--- src/pva_pkg.sv ---
// ----------------------------------------------------------------------------
// pva_pkg
// Shared types and constants for the six-voice allocator with linear ADSR.
// ----------------------------------------------------------------------------
package pva_pkg;

    localparam logic [1:0] OP_NOTE_ON  = 2'd0;
    localparam logic [1:0] OP_NOTE_OFF = 2'd1;
    localparam logic [1:0] OP_TICK     = 2'd2;

    localparam logic [1:0] KIND_TRIG   = 2'd0;
    localparam logic [1:0] KIND_REL    = 2'd1;
    localparam logic [1:0] KIND_CUT    = 2'd2;

    localparam logic [2:0] ST_IDLE     = 3'd0;
    localparam logic [2:0] ST_ATTACK   = 3'd1;
    localparam logic [2:0] ST_DECAY    = 3'd2;
    localparam logic [2:0] ST_SUSTAIN  = 3'd3;
    localparam logic [2:0] ST_RELEASE  = 3'd4;

    localparam logic [2:0] REG_ATTACK  = 3'd0;
    localparam logic [2:0] REG_DECAY   = 3'd1;
    localparam logic [2:0] REG_SUSTAIN = 3'd2;
    localparam logic [2:0] REG_RELEASE = 3'd3;
    localparam logic [2:0] REG_BASE    = 3'd4;
    localparam logic [2:0] REG_DEPTH   = 3'd5;

    localparam logic [16:0] FULL       = 17'd65536;
    localparam logic [16:0] TIME_MAX   = 17'd131071;
    localparam logic [7:0]  FREE_SLOT  = 8'd255;
    localparam logic [12:0] SWEEP_HZ   = 13'd8000;
    localparam logic [14:0] CUT_MIN    = 15'd20;
    localparam logic [14:0] CUT_MAX    = 15'd20000;

    typedef struct packed {
        logic [1:0]  operation;
        logic [6:0]  note;
        logic [15:0] elapsed_ms;
    } in_word_t;

    typedef struct packed {
        logic [1:0]  kind;
        logic [2:0]  voice;
        logic [6:0]  voice_note;
        logic [16:0] env_level;
        logic [14:0] cutoff_hz;
        logic        last;
    } out_word_t;

    typedef struct packed {
        logic [15:0] attack_ms;
        logic [15:0] decay_ms;
        logic [16:0] sustain_level;
        logic [15:0] release_ms;
        logic [14:0] base_cutoff_hz;
        logic [16:0] env_depth;
    } cfg_t;

    // controller -> datapath
    typedef struct packed {
        logic load;       // capture input word
        logic note_on;    // apply note on
        logic note_off;   // apply note off
        logic env_start;  // step envelope of current voice, start divide if needed
        logic env_finish; // write back envelope result
        logic mul1;       // depth * level
        logic mul2;       // * sweep, build cutoff, load output
        logic emit_alloc; // load trigger/release output
        logic next_voice; // advance voice index
    } cmd_t;

    // datapath -> controller
    typedef struct packed {
        logic op_on;
        logic op_off;
        logic op_tick;
        logic off_hit;
        logic div_busy;
        logic last_voice;
    } sts_t;

endpackage

--- src/poly_voice_allocator_adsr.sv ---
// ----------------------------------------------------------------------------
// poly_voice_allocator_adsr
// Six-voice allocator with oldest-voice steal and a linear ADSR cutoff envelope.
// ----------------------------------------------------------------------------
// Note on, or note off that finds its voice: the trigger/release result is loaded
// into the output register once it is free. Tick: each voice steps through envelope
// start, divider wait, finish, two multiplies and output, sharing a single divider.
// Input ready only while the sequencer is idle; output holds until taken.
// Reset: all voices free and idle, registers at their default values.
module poly_voice_allocator_adsr #(
    parameter int VOICES = 6
) (
    input  logic                clk,
    input  logic                rst_n,
    input  logic                in_valid,
    output logic                in_ready,
    input  pva_pkg::in_word_t   in_data,
    output logic                out_valid,
    input  logic                out_ready,
    output pva_pkg::out_word_t  out_data,
    input  logic                cfg_we,
    input  logic [2:0]          cfg_index,
    input  logic [16:0]         cfg_data
);

    pva_pkg::cmd_t cmd;
    pva_pkg::sts_t sts;
    logic          out_last;

    pva_ctrl u_ctrl (
        .clk       (clk),
        .rst_n     (rst_n),
        .in_valid  (in_valid),
        .in_ready  (in_ready),
        .out_valid (out_valid),
        .out_ready (out_ready),
        .sts       (sts),
        .cmd       (cmd),
        .out_last  (out_last)
    );

    pva_datapath #(.VOICES(VOICES)) u_dp (
        .clk       (clk),
        .rst_n     (rst_n),
        .in_word   (in_data),
        .cfg_we    (cfg_we),
        .cfg_index (cfg_index),
        .cfg_data  (cfg_data),
        .cmd       (cmd),
        .out_last  (out_last),
        .sts       (sts),
        .out_word  (out_data)
    );

endmodule

--- src/pva_div.sv ---
// ----------------------------------------------------------------------------
// pva_div
// Restoring divider, one quotient bit per cycle; 34-bit dividend, 17-bit divisor.
// ----------------------------------------------------------------------------
module pva_div (
    input  logic        clk,
    input  logic        rst_n,
    input  logic        start,
    input  logic [33:0] dividend,
    input  logic [16:0] divisor,
    output logic        busy,
    output logic [16:0] quotient
);

    logic [33:0] q_reg, q_next;
    logic [17:0] r_reg, r_next;
    logic [16:0] d_reg, d_next;
    logic [5:0]  cnt_reg, cnt_next;
    logic        busy_reg, busy_next;
    logic [17:0] trial;
    logic [17:0] diff;

    always_comb
    begin
        q_next    = q_reg;
        r_next    = r_reg;
        d_next    = d_reg;
        cnt_next  = cnt_reg;
        busy_next = busy_reg;
        trial     = {r_reg[16:0], q_reg[33]};
        diff      = trial - {1'b0, d_reg};
        if (start)
        begin
            q_next    = dividend;
            r_next    = '0;
            d_next    = divisor;
            cnt_next  = 6'd34;
            busy_next = 1'b1;
        end
        else if (busy_reg)
        begin
            if (trial >= {1'b0, d_reg})
            begin
                r_next = diff;
                q_next = {q_reg[32:0], 1'b1};
            end
            else
            begin
                r_next = trial;
                q_next = {q_reg[32:0], 1'b0};
            end
            cnt_next = cnt_reg - 6'd1;
            if (cnt_reg == 6'd1)
                busy_next = 1'b0;
        end
    end

    always_ff @(posedge clk or negedge rst_n)
    begin
        if (!rst_n)
        begin
            busy_reg <= 1'b0;
            cnt_reg  <= '0;
        end
        else
        begin
            busy_reg <= busy_next;
            cnt_reg  <= cnt_next;
        end
    end

    always_ff @(posedge clk)
    begin
        q_reg <= q_next;
        r_reg <= r_next;
        d_reg <= d_next;
    end

    assign busy     = busy_reg;
    assign quotient = q_reg[16:0];

endmodule

--- src/pva_datapath.sv ---
// ----------------------------------------------------------------------------
// pva_datapath
// Voice slots, envelope state, configuration registers and result assembly.
// ----------------------------------------------------------------------------
module pva_datapath #(
    parameter int VOICES = 6
) (
    input  logic              clk,
    input  logic              rst_n,
    input  pva_pkg::in_word_t in_word,
    input  logic              cfg_we,
    input  logic [2:0]        cfg_index,
    input  logic [16:0]       cfg_data,
    input  pva_pkg::cmd_t     cmd,
    input  logic              out_last,
    output pva_pkg::sts_t     sts,
    output pva_pkg::out_word_t out_word
);

    localparam int VW = (VOICES > 1) ? $clog2(VOICES) : 1;

    pva_pkg::cfg_t     cfg_reg;
    pva_pkg::in_word_t in_reg;

    logic [7:0]  note_reg  [VOICES];
    logic [31:0] age_reg   [VOICES];
    logic [2:0]  stage_reg [VOICES];
    logic [16:0] time_reg  [VOICES];
    logic [16:0] level_reg [VOICES];
    logic [31:0] stamp_reg;

    logic [VW-1:0] vi_reg;
    logic [33:0]   prod_reg;
    logic [1:0]    alloc_kind_reg;
    logic [VW-1:0] alloc_v_reg;
    pva_pkg::out_word_t out_reg;

    // note lookup
    logic          hit_found, free_found;
    logic [VW-1:0] hit_v, free_v, old_v, on_v;

    always_comb
    begin
        hit_found  = 1'b0;
        free_found = 1'b0;
        hit_v      = '0;
        free_v     = '0;
        old_v      = '0;
        for (int i = VOICES - 1; i >= 0; i--)
        begin
            if (note_reg[i] == {1'b0, in_reg.note})
            begin
                hit_found = 1'b1;
                hit_v     = VW'(i);
            end
            if (note_reg[i] == pva_pkg::FREE_SLOT)
            begin
                free_found = 1'b1;
                free_v     = VW'(i);
            end
        end
        for (int i = 1; i < VOICES; i++)
            if (age_reg[i] < age_reg[old_v])
                old_v = VW'(i);
        on_v = hit_found ? hit_v : (free_found ? free_v : old_v);
    end

    // envelope step for current voice
    logic [16:0] s_used;
    logic [17:0] t_sum;
    logic [16:0] t_new;
    logic [2:0]  cur_stage;
    logic        need_div, done_stage;
    logic [33:0] div_num;
    logic [16:0] div_den;
    logic [16:0] imm_level;
    logic [2:0]  imm_stage;
    logic [16:0] imm_time;
    logic        div_start, div_busy;
    logic [16:0] div_q;

    always_comb
    begin
        s_used     = (cfg_reg.sustain_level > pva_pkg::FULL) ? pva_pkg::FULL
                                                              : cfg_reg.sustain_level;
        t_sum      = {1'b0, time_reg[vi_reg]} + {2'b0, in_reg.elapsed_ms};
        t_new      = t_sum[17] ? pva_pkg::TIME_MAX : t_sum[16:0];
        cur_stage  = stage_reg[vi_reg];
        need_div   = 1'b0;
        done_stage = 1'b0;
        div_num    = '0;
        div_den    = 17'd1;
        imm_level  = '0;
        imm_stage  = cur_stage;
        imm_time   = t_new;
        case (cur_stage)
            pva_pkg::ST_ATTACK:
            begin
                if (t_new >= {1'b0, cfg_reg.attack_ms})
                begin
                    imm_level = pva_pkg::FULL;
                    imm_stage = pva_pkg::ST_DECAY;
                    imm_time  = '0;
                end
                else
                begin
                    need_div = 1'b1;
                    div_num  = {1'b0, t_new, 16'd0};
                    div_den  = {1'b0, cfg_reg.attack_ms};
                end
            end
            pva_pkg::ST_DECAY:
            begin
                if (t_new >= {1'b0, cfg_reg.decay_ms})
                begin
                    imm_level = s_used;
                    imm_stage = pva_pkg::ST_SUSTAIN;
                end
                else
                begin
                    need_div = 1'b1;
                    div_num  = 34'(t_new * (pva_pkg::FULL - s_used));
                    div_den  = {1'b0, cfg_reg.decay_ms};
                end
            end
            pva_pkg::ST_SUSTAIN:
                imm_level = s_used;
            pva_pkg::ST_RELEASE:
            begin
                if (t_new >= {1'b0, cfg_reg.release_ms})
                begin
                    imm_level = '0;
                    imm_stage = pva_pkg::ST_IDLE;
                end
                else
                begin
                    need_div = 1'b1;
                    div_num  = 34'(s_used * ({1'b0, cfg_reg.release_ms} - t_new));
                    div_den  = {1'b0, cfg_reg.release_ms};
                end
            end
            default:
            begin
                imm_stage = pva_pkg::ST_IDLE;
                imm_level = '0;
            end
        endcase
        done_stage = ~need_div;
    end

    assign div_start = cmd.env_start & need_div;

    pva_div u_div (
        .clk      (clk),
        .rst_n    (rst_n),
        .start    (div_start),
        .dividend (div_num),
        .divisor  (div_den),
        .busy     (div_busy),
        .quotient (div_q)
    );

    logic        pend_div_reg;
    logic [16:0] pend_level_reg;
    logic [16:0] fin_level;
    logic [46:0] mod_full;
    logic [15:0] mod_hz;
    logic [15:0] cut_sum;
    logic [14:0] cut_clamped;

    always_comb
    begin
        fin_level = pend_level_reg;
        if (pend_div_reg)
        begin
            case (cur_stage)
                pva_pkg::ST_DECAY:
                    fin_level = pva_pkg::FULL - div_q;
                default:
                    fin_level = div_q;
            endcase
        end
        mod_full    = prod_reg * pva_pkg::SWEEP_HZ;
        mod_hz      = {1'b0, mod_full[46:32]};
        cut_sum     = {1'b0, cfg_reg.base_cutoff_hz} + mod_hz;
        cut_clamped = (cut_sum < {1'b0, pva_pkg::CUT_MIN}) ? pva_pkg::CUT_MIN :
                      (cut_sum > {1'b0, pva_pkg::CUT_MAX}) ? pva_pkg::CUT_MAX :
                      cut_sum[14:0];
    end

    always_ff @(posedge clk or negedge rst_n)
    begin
        if (!rst_n)
        begin
            cfg_reg.attack_ms      <= 16'd10;
            cfg_reg.decay_ms       <= 16'd300;
            cfg_reg.sustain_level  <= 17'd45875;
            cfg_reg.release_ms     <= 16'd500;
            cfg_reg.base_cutoff_hz <= 15'd1200;
            cfg_reg.env_depth      <= 17'd32768;
            for (int i = 0; i < VOICES; i++)
            begin
                note_reg[i]  <= pva_pkg::FREE_SLOT;
                age_reg[i]   <= '0;
                stage_reg[i] <= pva_pkg::ST_IDLE;
                time_reg[i]  <= '0;
                level_reg[i] <= '0;
            end
            stamp_reg      <= '0;
            vi_reg         <= '0;
            pend_div_reg   <= 1'b0;
            pend_level_reg <= '0;
        end
        else
        begin
            if (cfg_we)
            begin
                case (cfg_index)
                    pva_pkg::REG_ATTACK:  cfg_reg.attack_ms      <= cfg_data[15:0];
                    pva_pkg::REG_DECAY:   cfg_reg.decay_ms       <= cfg_data[15:0];
                    pva_pkg::REG_SUSTAIN: cfg_reg.sustain_level  <= cfg_data;
                    pva_pkg::REG_RELEASE: cfg_reg.release_ms     <= cfg_data[15:0];
                    pva_pkg::REG_BASE:    cfg_reg.base_cutoff_hz <= cfg_data[14:0];
                    pva_pkg::REG_DEPTH:   cfg_reg.env_depth      <= cfg_data;
                    default: ;
                endcase
            end
            if (cmd.load)
                vi_reg <= '0;
            if (cmd.note_on)
            begin
                stage_reg[on_v] <= pva_pkg::ST_ATTACK;
                time_reg[on_v]  <= '0;
                level_reg[on_v] <= '0;
                note_reg[on_v]  <= {1'b0, in_reg.note};
                stamp_reg       <= stamp_reg + 32'd1;
                age_reg[on_v]   <= stamp_reg + 32'd1;
            end
            if (cmd.note_off)
            begin
                stage_reg[hit_v] <= pva_pkg::ST_RELEASE;
                time_reg[hit_v]  <= '0;
                note_reg[hit_v]  <= pva_pkg::FREE_SLOT;
            end
            if (cmd.env_start)
            begin
                pend_div_reg   <= need_div;
                pend_level_reg <= imm_level;
                time_reg[vi_reg] <= imm_time;
                if (done_stage)
                    stage_reg[vi_reg] <= imm_stage;
            end
            if (cmd.env_finish)
                level_reg[vi_reg] <= fin_level;
            if (cmd.next_voice)
                vi_reg <= vi_reg + VW'(1);
        end
    end

    always_ff @(posedge clk)
    begin
        if (cmd.load)
            in_reg <= in_word;
        if (cmd.note_on)
        begin
            alloc_kind_reg <= pva_pkg::KIND_TRIG;
            alloc_v_reg    <= on_v;
        end
        if (cmd.note_off)
        begin
            alloc_kind_reg <= pva_pkg::KIND_REL;
            alloc_v_reg    <= hit_v;
        end
        if (cmd.mul1)
            prod_reg <= cfg_reg.env_depth * level_reg[vi_reg];
        if (cmd.mul2)
        begin
            out_reg.kind       <= pva_pkg::KIND_CUT;
            out_reg.voice      <= 3'(vi_reg);
            out_reg.voice_note <= (note_reg[vi_reg] == pva_pkg::FREE_SLOT) ? 7'd0
                                                            : note_reg[vi_reg][6:0];
            out_reg.env_level  <= level_reg[vi_reg];
            out_reg.cutoff_hz  <= cut_clamped;
            out_reg.last       <= out_last;
        end
        if (cmd.emit_alloc)
        begin
            out_reg.kind       <= alloc_kind_reg;
            out_reg.voice      <= 3'(alloc_v_reg);
            out_reg.voice_note <= in_reg.note;
            out_reg.env_level  <= '0;
            out_reg.cutoff_hz  <= '0;
            out_reg.last       <= 1'b1;
        end
    end

    assign sts.op_on      = in_reg.operation == pva_pkg::OP_NOTE_ON;
    assign sts.op_off     = in_reg.operation == pva_pkg::OP_NOTE_OFF;
    assign sts.op_tick    = (in_reg.operation == pva_pkg::OP_TICK) &&
                            (in_reg.elapsed_ms != 16'd0);
    assign sts.off_hit    = hit_found;
    assign sts.div_busy   = div_busy;
    assign sts.last_voice = vi_reg == VW'(VOICES - 1);
    assign out_word       = out_reg;

endmodule

--- src/pva_ctrl.sv ---
// ----------------------------------------------------------------------------
// pva_ctrl
// Sequencer: decodes the word, walks voices on a tick, drives the output stage.
// ----------------------------------------------------------------------------
module pva_ctrl (
    input  logic          clk,
    input  logic          rst_n,
    input  logic          in_valid,
    output logic          in_ready,
    output logic          out_valid,
    input  logic          out_ready,
    input  pva_pkg::sts_t sts,
    output pva_pkg::cmd_t cmd,
    output logic          out_last
);

    typedef enum logic [3:0] {
        S_IDLE, S_DECODE, S_ENV, S_WAIT, S_FIN, S_MUL1, S_MUL2, S_OUT, S_AOUT
    } state_t;

    state_t state_reg, state_next;
    logic   ovalid_reg, ovalid_next;

    always_comb
    begin
        state_next  = state_reg;
        ovalid_next = ovalid_reg;
        cmd         = '0;
        out_last    = sts.last_voice;
        if (ovalid_reg && out_ready)
            ovalid_next = 1'b0;
        case (state_reg)
            S_IDLE:
                if (in_valid)
                begin
                    cmd.load   = 1'b1;
                    state_next = S_DECODE;
                end
            S_DECODE:
            begin
                if (sts.op_on)
                begin
                    cmd.note_on = 1'b1;
                    state_next  = S_AOUT;
                end
                else if (sts.op_off && sts.off_hit)
                begin
                    cmd.note_off = 1'b1;
                    state_next   = S_AOUT;
                end
                else if (sts.op_tick)
                    state_next = S_ENV;
                else
                    state_next = S_IDLE;
            end
            S_AOUT:
                if (!ovalid_reg)
                begin
                    cmd.emit_alloc = 1'b1;
                    ovalid_next    = 1'b1;
                    state_next     = S_IDLE;
                end
            S_ENV:
            begin
                cmd.env_start = 1'b1;
                state_next    = S_WAIT;
            end
            S_WAIT:
                if (!sts.div_busy)
                    state_next = S_FIN;
            S_FIN:
            begin
                cmd.env_finish = 1'b1;
                state_next     = S_MUL1;
            end
            S_MUL1:
            begin
                cmd.mul1   = 1'b1;
                state_next = S_MUL2;
            end
            S_MUL2:
                if (!ovalid_reg)
                begin
                    cmd.mul2    = 1'b1;
                    ovalid_next = 1'b1;
                    state_next  = S_OUT;
                end
            S_OUT:
            begin
                if (sts.last_voice)
                    state_next = S_IDLE;
                else
                begin
                    cmd.next_voice = 1'b1;
                    state_next     = S_ENV;
                end
            end
            default:
                state_next = S_IDLE;
        endcase
    end

    always_ff @(posedge clk or negedge rst_n)
    begin
        if (!rst_n)
        begin
            state_reg  <= S_IDLE;
            ovalid_reg <= 1'b0;
        end
        else
        begin
            state_reg  <= state_next;
            ovalid_reg <= ovalid_next;
        end
    end

    assign in_ready  = state_reg == S_IDLE;
    assign out_valid = ovalid_reg;

`ifndef SYNTHESIS
    a_load_idle: assert property (@(posedge clk) disable iff (!rst_n)
        cmd.load |-> state_reg == S_IDLE)
        else $error("load outside idle");
    a_emit_free: assert property (@(posedge clk) disable iff (!rst_n)
        (cmd.mul2 || cmd.emit_alloc) |-> !ovalid_reg)
        else $error("output overwritten");
    a_fin_div: assert property (@(posedge clk) disable iff (!rst_n)
        cmd.env_finish |-> !sts.div_busy)
        else $error("finish while dividing");
`endif

endmodule
--- config.mk ---
export PLATFORM = sky130hd
export DESIGN_NAME = poly_voice_allocator_adsr
export DESIGN_NICKNAME = d
export VERILOG_FILES = /design/src/pva_pkg.sv /design/src/poly_voice_allocator_adsr.sv /design/src/pva_div.sv /design/src/pva_datapath.sv /design/src/pva_ctrl.sv
export SDC_FILE = /design/constraint.sdc
export NUM_CORES = 2
export LEC_CHECK = 0
export ABC_AREA = 1
export BUFFER_PORTS_ARGS = -buffer_cell sky130_fd_sc_hd__buf_4
export CAP_MARGIN = 20
export CORE_MARGIN = 4
export CORE_UTILIZATION = 35
export CTS_CLUSTER_DIAMETER = 30
export DETAILED_ROUTE_END_ITERATION = 6
export PLACE_DENSITY = 0.53
export SETUP_SLACK_MARGIN = 0.4
export SYNTH_ARGS = -nofsm -noshare
export SYNTH_HDL_FRONTEND = slang
export SYNTH_SLANG_ARGS = --single-unit
--- constraint.sdc ---
create_clock -name clk -period 22.8 [get_ports clk]
set_clock_uncertainty 0.2 [all_clocks]
set_input_delay 1.14 -clock clk [delete_from_list [all_inputs] [get_ports clk]]
set_output_delay 1.14 -clock clk [all_outputs]
set_load 0.05 [all_outputs]
==> results.yml <==
logic_synthesis:
  synth-edff-count: 124
  yosysSeqAreaShare: 0.263
  synthCells: 9171
  synthDistinctLibCells: 65
  ys.flop_type: "dfrtp_1"
  syn_area_sq_um: 77700
  ys_warn_count: 0
  synthArstFlopShare: 0.781
  yosys_register_bits: 799
  syn-mean-instance-area_sq_um: 8.47
critical_path:
  cpPeakStageDelay_ns: 0.80
  cp-start-kind: "register"
  arrival_ns: 16.89
  path_class: "reg -> reg"
  cpMostUsedCell: "nand2_1"
  required_ns: 23.26
  end_kind: "register"
  crit_slowest_cell: "clkinv_1"
  worstPathMaxFanout: 34
timing:
  relSlewSlack: 0.206
  drv_slew: 0
  setup_tns_ns: 0
  min_period_ns: 16.43
  setup_viol: 0
  fmax_mhz: 60.9
  tightest_slew_ns: 1.19
  final.period_utilization: 0.721
  rsz0062_at_grt: "no"
  hold_viol: 0
finish:
  largest_register_ffs: 192
  final_nets: 10900
  nFillCells: 22300
  layout_commonest_cell: "nand2_1"
  mostFrequentLayoutCells: "nand2_1 (1774), inv_1 (1764), fa_1 (963)"
  area_delta_synth_final_pct: 15.6
  drive_above_1_share: 0.0783
global_route:
  grt_use_met1: 0.290
  grtUsageTotal: 0.215
  grt_pass1_vias: 66200
  antenna_found_initial: 8
  grt_busiest_layer: "met2"
  grt-ovfl-total: 0
  grt_use_met2: 0.350
  grtUsageMet3: 0.0310
  grt_max_degree: 120
  grt_first_pass_wirelength_um: 387000
outcome:
  outcome: "completed"
cts:
  post_cts_buffers: 0
  clock_path_buffers: 3
  hold_buffers: 0
  clk_pin_slew_ns: 0.05
  cts_inserted_buffers: 216
  h-tree-depth: 4
  worstSkewPairLatency_ns: 0.91
  cts_tree: "built"
  cts_resized: 0
  ctsRootBufferMaster: "clkbuf_16"
  numClockSinks: 799
floorplanning:
  die_y_um: 479
  fp-row-count: 172
  io_pins: 97
  die-area_sq_um: 230000
  start_util: 0.353
  die_x_um: 479
  core_area_sq_um: 220000
drt:
  drc: 0
  wl_per_cell_um: 19.7
  vias_per_cell: 5.06
  detail_route.first_pass.iterations: 6
  ant_nets: 0
  drt_iter0_drc: 4572
  vias: 63100
  wl_um: 245000
worst_hold_path:
  hp-class: "in -> async"
job:
  drv_cap: 0
placement:
  place.gp.congestion: 0.921
  io_buffers: 96
  hpwl_um: 184000
through the flow:
step / instances / util / setup WS, ns / cell area [sq um] / hold slack [ns]
2_1_floorplan: 9207 / - / 9.40 / 77800 / 0.241
3_3_place_gp: 12000 / 0.372 / 6.15 / 81900 / 0.246
3_5_place_dp: 12000 / 0.372 / 6.62 / 82000 / 0.249
4_1_cts: 12400 / 0.407 / 6.57 / 89700 / 0.154
5_1_grt: 12500 / 0.408 / 5.12 / 89800 / 0.169
6_report: 12500 / 0.408 / 6.37 / 89800 / 0.146
cell families after synthesis:
kind of cell | synth area share
other | 0.0000966
adder cells (fa/ha/maj) | 0.343
buffers and inverters | 0.105
multiplexers | 0.000129
AO/OA/AOI/OAI | 0.117
XOR/XNOR | 0.0221
AND/OR/NAND/NOR | 0.150
flip-flops | 0.263
layout make-up:
cell class	count	area, sq um	share of cell area
multi-input combinational	6267	49400	0.550
clock inverter	140	1830	0.0203
clock buffer	273	5910	0.0658
sequential	799	20500	0.228
timing repair buffer	226	1780	0.0198
inverter	1792	6730	0.0749
antenna	1	2.50	0.0000279
tap	2958	3700	0.0412
critical path: cells and delay by family, from the launching register on:
kind | cells | cell delay, ns
buffers and inverters | 14 | 3.31
and+or+nand+nor | 34 | 3.82
xor gates and xnor gates | 2 | 0.32
AOI/OAI and AO/OA | 20 | 3.90
adders and majority gates | 9 | 4.20
DFF | 1 | 0.49
path summary, 6_finish.rpt:
| check | from | endpoint | slack (ns) | cells after the start |
|---|---|---|---|---|
| worst min-delay path | rst_n | u_dp.age_reg[35] | 0.15 | 1 |
| worst min register to register | u_dp.out_word[12] | u_dp.out_word[12] | 0.26 | 2 |
| max in group asynchronous | rst_n | u_dp.cfg_reg[51] | 18.46 | 5 |
| worst max-delay path | u_dp.vi_reg[0] | u_dp.u_div.q_reg[33] | 6.37 | 79 |
| worst max register to register | u_dp.vi_reg[0] | u_dp.u_div.q_reg[33] | 6.37 | 79 |
| min in group clk | in_data[1] | u_dp.in_reg[1] | 0.23 | 1 |
synth_stat cells, drive strengths merged, types with 4 or more instances:
| library cell | n | share of area |
|---|---|---|
| buf | 79 | 0.0050 |
| nor4 | 27 | 0.0022 |
| a221oi | 19 | 0.0021 |
| o22ai | 113 | 0.0091 |
| dfrtp | 550 | 0.18 |
| o21a | 5 | 0.00048 |
| a21oi | 405 | 0.026 |
| a21boi | 4 | 0.00039 |
| edfxtp | 124 | 0.048 |
| nand4 | 50 | 0.0040 |
| xnor2 | 67 | 0.0076 |
| o21ai | 751 | 0.048 |
| o2111ai | 13 | 0.0015 |
| o21bai | 20 | 0.0019 |
| o211ai | 28 | 0.0027 |
| and2 | 4 | 0.00032 |
| or2 | 24 | 0.0019 |
| nand3b | 5 | 0.00048 |
| xor2 | 129 | 0.015 |
| a211oi | 29 | 0.0028 |
| dfxtp | 51 | 0.013 |
| ha | 589 | 0.095 |
| inv | 1768 | 0.085 |
| clkinv | 24 | 0.0012 |
| o31ai | 49 | 0.0047 |
| clkbuf | 270 | 0.013 |
| nand2 | 1794 | 0.087 |
| a31oi | 25 | 0.0020 |
| nor3 | 66 | 0.0043 |
| nor2 | 656 | 0.032 |
| a22oi | 33 | 0.0032 |
| a2111oi | 10 | 0.0011 |
| o221ai | 39 | 0.0044 |
| fa | 963 | 0.25 |
| nand3 | 251 | 0.016 |
| o32ai | 4 | 0.00045 |
| dfstp | 74 | 0.025 |
| o311a | 28 | 0.0036 |
| a21o | 6 | 0.00058 |
metal layers:
| metal | wire length, um | share of wire |
|---|---|---|
| met5 | 34 | 0.00014 |
| met4 | 9900 | 0.040 |
| met3 | 13700 | 0.056 |
| met2 | 113000 | 0.46 |
| met1 | 109000 | 0.44 |
Power is not shown: default switching activity piles up to over one toggle a cycle in this logic, so the estimate is an artifact.
